<file path="config.mk">
export PLATFORM = sky130hd
export DESIGN_NAME = balanced_polynomial_encoder_core
export DESIGN_NICKNAME = d
export VERILOG_FILES = /design/src/hdl/bpe_pkg.sv /design/src/hdl/bpe_table.sv /design/src/hdl/balanced_polynomial_encoder_core.sv
export SDC_FILE = /design/constraint.sdc
export NUM_CORES = 2
export LEC_CHECK = 0
export ABC_AREA = 1
export CAP_MARGIN = 40
export CORE_ASPECT_RATIO = 1.1
export CORE_MARGIN = 2
export CORE_UTILIZATION = 58
export DETAILED_ROUTE_END_ITERATION = 8
export DONT_BUFFER_PORTS = 1
export PLACE_DENSITY = 0.81
export REMOVE_ABC_BUFFERS = 1
export SYNTH_ARGS = -nofsm -noshare
export SYNTH_HDL_FRONTEND = slang
export SYNTH_SLANG_ARGS = --single-unit
</file>
<file path="constraint.sdc">
create_clock -name clk -period 7.8 [get_ports clk]
set_clock_uncertainty 0.05 [all_clocks]
set_input_delay 1.56 -clock clk [delete_from_list [all_inputs] [get_ports clk]]
set_output_delay 1.56 -clock clk [all_outputs]
set_load 0.02 [all_outputs]
</file>
<file path="src/hdl/bpe_pkg.sv">
// bpe_pkg: shared types and constants of the balanced polynomial encoder
// no dependencies; imported by the table builder, the core, the checker and the testbench
`default_nettype none

package bpe_pkg;

  // fixed field widths
  localparam int TGT_W   = 41;
  localparam int TBL_W   = 40;
  localparam int BASE_W  = 5;
  localparam int COEF_W  = 2;
  localparam int IDX_W   = 4;

  localparam logic [BASE_W-1:0] BASE_RESET = 5'd3;
  localparam logic [TBL_W-1:0]  TABLE_CAP  = {TBL_W{1'b1}};

  // coefficient codes
  localparam logic signed [COEF_W-1:0] COEF_ZERO = 2'sb00;
  localparam logic signed [COEF_W-1:0] COEF_POS  = 2'sb01;
  localparam logic signed [COEF_W-1:0] COEF_NEG  = 2'sb11;

  // core sequencer states
  typedef enum logic [2:0] {
    ST_BUILD,
    ST_IDLE,
    ST_SEARCH,
    ST_STEP,
    ST_EMIT
  } bpe_state_t;

endpackage

`default_nettype wire

</file>
<file path="src/hdl/bpe_table.sv">
// bpe_table: power and cumulative sum tables, rebuilt one entry per cycle
// from the base register; depends on bpe_pkg
`default_nettype none

module bpe_table import bpe_pkg::*; #(
  parameter int DEGREE_BOUND = 10,
  localparam int IW = $clog2(DEGREE_BOUND)
) (
  input  wire logic              clk,
  input  wire logic              rst_n,
  input  wire logic              cfg_wr,
  input  wire logic [BASE_W-1:0] cfg_base,
  input  wire logic [IW-1:0]     sum_addr,
  output logic      [TBL_W-1:0]  sum_data,
  input  wire logic [IW-1:0]     pow_addr,
  output logic      [TBL_W-1:0]  pow_data,
  output logic                   busy
);

  logic [BASE_W-1:0] base_r;
  logic              busy_r;
  logic [IW-1:0]     bidx_r;
  logic [TBL_W-1:0]  p_r;
  logic [TBL_W-1:0]  s_r;
  logic [TBL_W-1:0]  pow_mem_r [DEGREE_BOUND];
  logic [TBL_W-1:0]  sum_mem_r [DEGREE_BOUND];
  logic [TBL_W-1:0]  sum_rd_r;
  logic [TBL_W-1:0]  pow_rd_r;

  logic [TBL_W+BASE_W-1:0] prod;
  logic [TBL_W:0]          s_sum;
  logic [TBL_W-1:0]        p_nxt;
  logic [TBL_W-1:0]        s_nxt;

  // next power and sum, saturating at the table cap
  always_comb begin
    prod  = p_r * base_r;
    p_nxt = (prod > {{BASE_W{1'b0}}, TABLE_CAP}) ? TABLE_CAP : prod[TBL_W-1:0];
    s_sum = {1'b0, s_r} + {1'b0, p_nxt};
    s_nxt = (s_sum > {1'b0, TABLE_CAP}) ? TABLE_CAP : s_sum[TBL_W-1:0];
    if (bidx_r == '0) begin
      p_nxt = TBL_W'(1);
      s_nxt = TBL_W'(1);
    end
  end

  // build sequencer control
  always_ff @(posedge clk) begin
    if (!rst_n) begin
      base_r <= BASE_RESET;
      busy_r <= 1'b1;
      bidx_r <= '0;
    end else if (cfg_wr) begin
      base_r <= cfg_base;
      busy_r <= 1'b1;
      bidx_r <= '0;
    end else if (busy_r) begin
      if (bidx_r == IW'(DEGREE_BOUND - 1)) begin
        busy_r <= 1'b0;
      end else begin
        bidx_r <= bidx_r + 1'b1;
      end
    end
  end

  // table entries and running power and sum
  always_ff @(posedge clk) begin
    if (busy_r) begin
      p_r               <= p_nxt;
      s_r               <= s_nxt;
      pow_mem_r[bidx_r] <= p_nxt;
      sum_mem_r[bidx_r] <= s_nxt;
    end
  end

  // registered reads; the caller presents the address in the cycle before use
  always_ff @(posedge clk) begin
    sum_rd_r <= sum_mem_r[sum_addr];
    pow_rd_r <= pow_mem_r[pow_addr];
  end

  assign sum_data = sum_rd_r;
  assign pow_data = pow_rd_r;
  assign busy     = busy_r;

endmodule

`default_nettype wire

</file>
<file path="src/hdl/balanced_polynomial_encoder_core.sv">
// Balanced polynomial encoder: a downward table search, one entry per cycle,
// feeds a shared compare and subtract unit, then coefficients stream out.
// One transaction in flight: the search, the subtract steps and the
// coefficient emission all finish before the next target is taken.
// Reset and every base write rebuild the tables, holding in_stall high
// until the rebuild is done; depends on bpe_pkg, bpe_table
`default_nettype none

module balanced_polynomial_encoder_core import bpe_pkg::*; #(
  parameter int DEGREE_BOUND = 10
) (
  input  wire logic                     clk,
  input  wire logic                     rst_n,
  input  wire logic                     cfg_valid,
  output logic                          cfg_ready,
  input  wire logic [BASE_W-1:0]        cfg_poly_base,
  input  wire logic                     in_valid,
  output logic                          in_stall,
  input  wire logic signed [TGT_W-1:0]  in_target,
  output logic                          out_valid,
  input  wire logic                     out_stall,
  output logic signed [COEF_W-1:0]      out_coefficient,
  output logic [IDX_W-1:0]              out_digit_index,
  output logic [IDX_W-1:0]              out_encoded_length,
  output logic                          out_last,
  output logic                          out_error
);

  localparam int IW = $clog2(DEGREE_BOUND);

  bpe_state_t state_r, state_nxt;

  logic [TGT_W-1:0]          t_r, t_nxt;
  logic                      neg_r, neg_nxt;
  logic                      flip_r, flip_nxt;
  logic [IW-1:0]             idx_r, idx_nxt;
  logic                      hit_r, hit_nxt;
  logic [IW-1:0]             found_r, found_nxt;
  logic [IW-1:0]             prev_r, prev_nxt;
  logic                      prev_ok_r, prev_ok_nxt;
  logic [IW-1:0]             first_r, first_nxt;
  logic                      first_ok_r, first_ok_nxt;
  logic                      err_r, err_nxt;
  logic [IW-1:0]             k_r, k_nxt;
  logic signed [COEF_W-1:0]  digit_r [DEGREE_BOUND];
  logic signed [COEF_W-1:0]  digit_nxt [DEGREE_BOUND];

  logic                      out_valid_r, out_valid_nxt;
  logic signed [COEF_W-1:0]  out_coef_r, out_coef_nxt;
  logic [IDX_W-1:0]          out_idx_r, out_idx_nxt;
  logic [IDX_W-1:0]          out_len_r, out_len_nxt;
  logic                      out_last_r, out_last_nxt;
  logic                      out_err_r, out_err_nxt;

  logic                      in_acc;
  logic                      cfg_acc;
  logic                      out_load;
  logic                      tbl_busy;
  logic [TBL_W-1:0]          tbl_sum;
  logic [TBL_W-1:0]          tbl_pow;

  logic [TGT_W-1:0]          mag;
  logic                      sum_ge;
  logic [TGT_W-1:0]          pow_ext;
  logic                      pow_gt;
  logic [TGT_W-1:0]          sub_a;
  logic [TGT_W-1:0]          sub_b;
  logic [TGT_W-1:0]          sub_d;
  logic                      repeat_deg;
  logic                      emit_last;
  logic [IW:0]               len_full;

  // power and sum tables, addressed with the next-state indices for a registered read
  bpe_table #(
    .DEGREE_BOUND (DEGREE_BOUND)
  ) u_table (
    .clk      (clk),
    .rst_n    (rst_n),
    .cfg_wr   (cfg_acc),
    .cfg_base (cfg_poly_base),
    .sum_addr (idx_nxt),
    .sum_data (tbl_sum),
    .pow_addr (found_nxt),
    .pow_data (tbl_pow),
    .busy     (tbl_busy)
  );

  // shared compare and subtract unit
  always_comb begin
    mag        = in_target[TGT_W-1] ? (~in_target + 1'b1) : in_target;
    sum_ge     = {1'b0, tbl_sum} >= t_r;
    pow_ext    = {1'b0, tbl_pow};
    pow_gt     = pow_ext > t_r;
    sub_a      = pow_gt ? pow_ext : t_r;
    sub_b      = pow_gt ? t_r : pow_ext;
    sub_d      = sub_a - sub_b;
    repeat_deg = prev_ok_r && (found_r == prev_r);
    emit_last  = err_r || (k_r == first_r);
    len_full   = {1'b0, first_r} + 1'b1;
  end

  // handshake outputs
  always_comb begin
    cfg_ready = (state_r == ST_IDLE);
    cfg_acc   = cfg_valid && cfg_ready;
    in_stall  = (state_r != ST_IDLE) || cfg_valid;
    in_acc    = in_valid && !in_stall;
    out_load  = (state_r == ST_EMIT) && (!out_valid_r || !out_stall);
  end

  // next state
  always_comb begin
    state_nxt = state_r;
    case (state_r)
      ST_BUILD: begin
        if (!tbl_busy) state_nxt = ST_IDLE;
      end
      ST_IDLE: begin
        if (cfg_acc) begin
          state_nxt = ST_BUILD;
        end else if (in_acc) begin
          state_nxt = (mag == '0) ? ST_EMIT : ST_SEARCH;
        end
      end
      ST_SEARCH: begin
        if (sum_ge) begin
          if (idx_r == '0) state_nxt = ST_STEP;
        end else begin
          state_nxt = hit_r ? ST_STEP : ST_EMIT;
        end
      end
      ST_STEP: begin
        if (repeat_deg || (pow_ext == t_r)) begin
          state_nxt = ST_EMIT;
        end else begin
          state_nxt = ST_SEARCH;
        end
      end
      ST_EMIT: begin
        if (out_load && emit_last) state_nxt = ST_IDLE;
      end
      default: state_nxt = ST_BUILD;
    endcase
  end

  // datapath next values
  always_comb begin
    t_nxt        = t_r;
    neg_nxt      = neg_r;
    flip_nxt     = flip_r;
    idx_nxt      = idx_r;
    hit_nxt      = hit_r;
    found_nxt    = found_r;
    prev_nxt     = prev_r;
    prev_ok_nxt  = prev_ok_r;
    first_nxt    = first_r;
    first_ok_nxt = first_ok_r;
    err_nxt      = err_r;
    k_nxt        = k_r;
    digit_nxt    = digit_r;
    case (state_r)
      ST_IDLE: begin
        if (in_acc) begin
          t_nxt        = mag;
          neg_nxt      = in_target[TGT_W-1];
          flip_nxt     = 1'b0;
          idx_nxt      = IW'(DEGREE_BOUND - 1);
          hit_nxt      = 1'b0;
          prev_ok_nxt  = 1'b0;
          first_nxt    = '0;
          first_ok_nxt = 1'b0;
          err_nxt      = 1'b0;
          k_nxt        = '0;
          for (int i = 0; i < DEGREE_BOUND; i++) begin
            digit_nxt[i] = COEF_ZERO;
          end
        end
      end
      ST_SEARCH: begin
        if (sum_ge) begin
          found_nxt = idx_r;
          hit_nxt   = 1'b1;
          if (idx_r != '0) idx_nxt = idx_r - 1'b1;
        end else if (!hit_r) begin
          err_nxt = 1'b1;
        end
      end
      ST_STEP: begin
        if (repeat_deg) begin
          err_nxt = 1'b1;
        end else begin
          digit_nxt[found_r] = flip_r ? COEF_NEG : COEF_POS;
          if (!first_ok_r) begin
            first_nxt    = found_r;
            first_ok_nxt = 1'b1;
          end
          if (pow_gt) flip_nxt = !flip_r;
          t_nxt       = sub_d;
          prev_nxt    = found_r;
          prev_ok_nxt = 1'b1;
          idx_nxt     = found_r;
          hit_nxt     = 1'b0;
        end
      end
      ST_EMIT: begin
        if (out_load) k_nxt = k_r + 1'b1;
      end
      default: begin
      end
    endcase
  end

  // output register
  always_comb begin
    out_valid_nxt = out_valid_r && out_stall;
    out_coef_nxt  = out_coef_r;
    out_idx_nxt   = out_idx_r;
    out_len_nxt   = out_len_r;
    out_last_nxt  = out_last_r;
    out_err_nxt   = out_err_r;
    if (out_load) begin
      out_valid_nxt = 1'b1;
      out_last_nxt  = emit_last;
      out_err_nxt   = err_r;
      if (err_r) begin
        out_coef_nxt = COEF_ZERO;
        out_idx_nxt  = '0;
        out_len_nxt  = '0;
      end else begin
        out_coef_nxt = neg_r ? COEF_W'(-digit_r[k_r]) : digit_r[k_r];
        out_idx_nxt  = IDX_W'(k_r);
        out_len_nxt  = IDX_W'(len_full);
      end
    end
  end

  // control registers
  always_ff @(posedge clk) begin
    if (!rst_n) begin
      state_r     <= ST_BUILD;
      out_valid_r <= 1'b0;
    end else begin
      state_r     <= state_nxt;
      out_valid_r <= out_valid_nxt;
    end
  end

  // payload registers
  always_ff @(posedge clk) begin
    t_r        <= t_nxt;
    neg_r      <= neg_nxt;
    flip_r     <= flip_nxt;
    idx_r      <= idx_nxt;
    hit_r      <= hit_nxt;
    found_r    <= found_nxt;
    prev_r     <= prev_nxt;
    prev_ok_r  <= prev_ok_nxt;
    first_r    <= first_nxt;
    first_ok_r <= first_ok_nxt;
    err_r      <= err_nxt;
    k_r        <= k_nxt;
    digit_r    <= digit_nxt;
    out_coef_r <= out_coef_nxt;
    out_idx_r  <= out_idx_nxt;
    out_len_r  <= out_len_nxt;
    out_last_r <= out_last_nxt;
    out_err_r  <= out_err_nxt;
  end

  assign out_valid          = out_valid_r;
  assign out_coefficient    = out_coef_r;
  assign out_digit_index    = out_idx_r;
  assign out_encoded_length = out_len_r;
  assign out_last           = out_last_r;
  assign out_error          = out_err_r;

endmodule

`default_nettype wire

</file>
==> impl_results.md <==
* Nets at 6,618
* CP Capture Type: flop
* Top cells by count, synth: nand2_1, inv_1, edfxtp_1
* Hold path depth at 2
* Yosys reg bits at 1,072
* Area Growth Syn to Fin at 10.0%
* Clock root buffer: clkbuf_16
* Vias in the first global route at 44.3k
* Height of the die at 337 um
* Max rail drop VDD at 0.584 mV
* Setup CP Type: flop to flop
* Final Cycle Share at 0.971
* Cts hold-fix bufs at 0
* Overall Power at 32.6 mW
* Post-Synth XOR/XNOR Area at 0.0193
* Reg-to-reg startpoint: u_table.base_r[2]
* DR iter-0 viols at 5,235
* Multiplexer area fraction after synthesis at 0
* Top Ports at 66
* Worst Hold End: u_table.pow_data[30]
* Clock slew at reported path FFs at 0.07 ns
* CTS tree: built
* Slowest Stage Delay on Critical Path at 0.54 ns
* Reg2reg end: u_table.sum_mem_r[2][24]
* Synth Instances at 6,255
* Total CTS buffers at 103
* DR pass1 iterations at 6
* Main flop type after synthesis: edfxtp_1
* Vias per std cell at 5.92
* Die area at 0.104 mm2
* Largest family of logic cells by synthesized area: simple AND/OR/NAND/NOR gates
* Simple logic cell fraction of the synthesized area at 0.202
* Final setup fails at 0
* Die W at 307 um
* GP Congestion at 1.01
* Synth Warn # at 0
* Synth unique cells at 61
* Status: finished clean
* Worst-skew pair later-pin latency at 0.70 ns
* M1 wire length at 61.0 mm
* CP required at 8.27 ns
* Pwr Density at 506 mW/mm2
* Starting density of the core at 0.583
* Number of synthesized flops with an enable pin at 970
* Port Buffers at 0
* Worst-Margin Slew at 0.959 ns
* Rows at 122
* Synth area leaders: edfxtp_1, nand2_1, inv_1
* DP HPWL at 109 mm
* Crit. path cell count at 34
* Worst Reg-to-Reg Cells at 34
* Synth Area in Compound Gates at 0.0841
* Peak Freq at 0.132 GHz
* Tot GR Track Use at 0.315
* Metal3 WL at 15.8 mm
* Max-slew headroom at 0.357
* Adder-cell share of the synthesized area at 0.0786
* Worst path bufs/invs at 10
* CP arrival at 8.04 ns
* Fillers at 7,657
* Clock buffer depth at 3
* Seq/Total Area, Yosys at 0.532
* Met2 WL at 77.5 mm
* Min-delay src: u_table.pow_mem_r[8][30]
* WHS at 0.420 ns
* Fin. Hold Viols at 0
* Min-Delay Path Class: flop to flop
* Largest area contributor in the netlist: edfxtp_1
* CP max FO at 30
* Total gr overflow at 0
* Syn Area/Cell at 9.37 um2
* Synthesized cell area at 0.0586 mm2
* DR vias at 45.3k
* Total Wirelength at 165 mm
* Number of max-cap violations at 0
* Share of cells above drive strength 1 at 0.0790
* Clk sinks at 1,072
* Slowest CP cell: fa_1
* First-pass GRT wire length at 249 mm
* Residual DRC at 0
* Reg2Reg Setup Slack at 0.23 ns
* Mean routed wirelength per cell at 21.6 um
* Post-synth ARST share at 0
* Count leader, synth: nand2_1
* Final ANT Viol Nets at 0
* CP Launch Type: flop
* Pins over their slew limit at 0
* Cell leakage power at 28.0 nW
* CORE AREA at 0.100 mm2
* H-tree depth at 3
* Tmin final at 7.57 ns
* Uppermost layer routed: met5
* Post-synth top area share at 0.497
* Largest net degree at the start of global routing at 163
* Initial antenna violation count at 15
* Cell family with most CP delay: adder cells
registers in the layout, indices dropped and copies added (netlist names), 2 cells and up:
register	count
u_table.pow_mem_r	400
u_table.sum_mem_r	400
prev_r	4
k_r	4
digit_r	20
u_table.base_r	5
t_r	41
out_encoded_length	4
out_digit_index	4
idx_r	4
out_coefficient	2
first_r	4
state_r	3
u_table.p_r	40
u_table.s_r	40
found_r	4
u_table.bidx_r	4
u_table.pow_data	40
u_table.sum_data	40
cell type report:
cell class / count / area [um2] / area share
flip-flops and latches: 1072 / 31200 / 0.484
multi-input cells: 3912 / 22900 / 0.356
inverters: 1032 / 3880 / 0.0603
clock buffers: 149 / 3050 / 0.0473
well taps: 1302 / 1630 / 0.0253
repair buffers: 144 / 1380 / 0.0214
clock inverters: 44 / 368 / 0.00571
repair inverters: 3 / 22.5 / 0.000349
diodes: 2 / 5.00 / 0.0000776
worst max path at each step:
stage,from,endpoint
global route,u_table.base_r[3],u_table.sum_mem_r[7][34]
floorplan,state_r[0],u_table.sum_data[0]
global placement,u_table.base_r[3],u_table.sum_mem_r[6][23]
detailed placement,u_table.base_r[3],u_table.sum_mem_r[7][20]
CTS,u_table.base_r[3],u_table.sum_mem_r[7][37]
finish,u_table.base_r[2],u_table.sum_mem_r[2][24]
cells in the final DEF (no fill, tap or decap), types with 17 or more instances in the layout:
cell type / instances
nand3b_1: 179
nor4_1: 22
edfxtp_1: 970
nand2_2: 17
inv_1: 1011
a21oi_2: 22
nand2_1: 1408
o211ai_1: 214
a31oi_1: 21
clkbuf_1: 22
a21oi_1: 192
nand4_1: 29
o21ai_0: 219
ha_1: 172
nand3_1: 506
nor2_1: 377
o21ai_1: 20
or2_2: 55
buf_4: 122
xor2_1: 76
clkbuf_8: 17
fa_1: 115
clkinv_2: 17
o21bai_1: 49
xnor2_1: 52
nor3_1: 30
clkbuf_16: 110
dfxtp_1: 100
repair_timing:
item | 4_1_cts | 5_1_grt
gates cloned | 0 | 4
setup buffers | 0 | 6
resized for setup | 4 | 80
hold endpoints to repair | 0 | 0
setup endpoints to repair | 44 | 440
pin swaps | 0 | 2
through the flow:
stage	cells	utilization	TNS [ns]	cell area [um2]	setup WS [ns]
after detailed placement	7455	0.604	-2.68	60600	-0.107
after floorplan	6016	-	-423.42	57600	-2.91
after CTS	7648	0.638	0	64100	0.0378
after global placement	7444	0.602	-0.00771	60400	-0.000870
after global routing	7658	0.642	-1.31	64500	-0.0715
final	7660	0.642	0	64500	0.227
layer usage:
metal	vias to the layer above	track usage
met1	21500	0.389
met2	2462	0.524
met4	14	0.186
met5	-	0
li1	20900	-
met3	516	0.0544
cells by family after synthesis:
logic type / count (synthesis)
compound gates: 808
xor+xnor: 129
fa+ha+maj: 299
buf+inv: 1271
simple gates: 2676
flops: 1072
report_power, final:
| part | leakage (nW) | internal [mW] | switching (mW) |
|---|---|---|---|
| clock network | 1.70 | 2.81 | 2.22 |
| registers | 9.91 | 9.87 | 0.519 |
| logic | 16.4 | 5.30 | 11.9 |
| total | 28.0 | 18.0 | 14.6 |
worst reg2reg max path: cells and delay by family (launching register included):
kind / cells / cell delay [ns]
xor+xnor: 1 / 0.23
fa+ha+maj: 5 / 2.30
flops: 1 / 0.39
simple gates: 11 / 1.50
buf+inv: 10 / 1.41
compound gates: 7 / 1.55
Note: power is estimated with default switching activity, not from simulation.
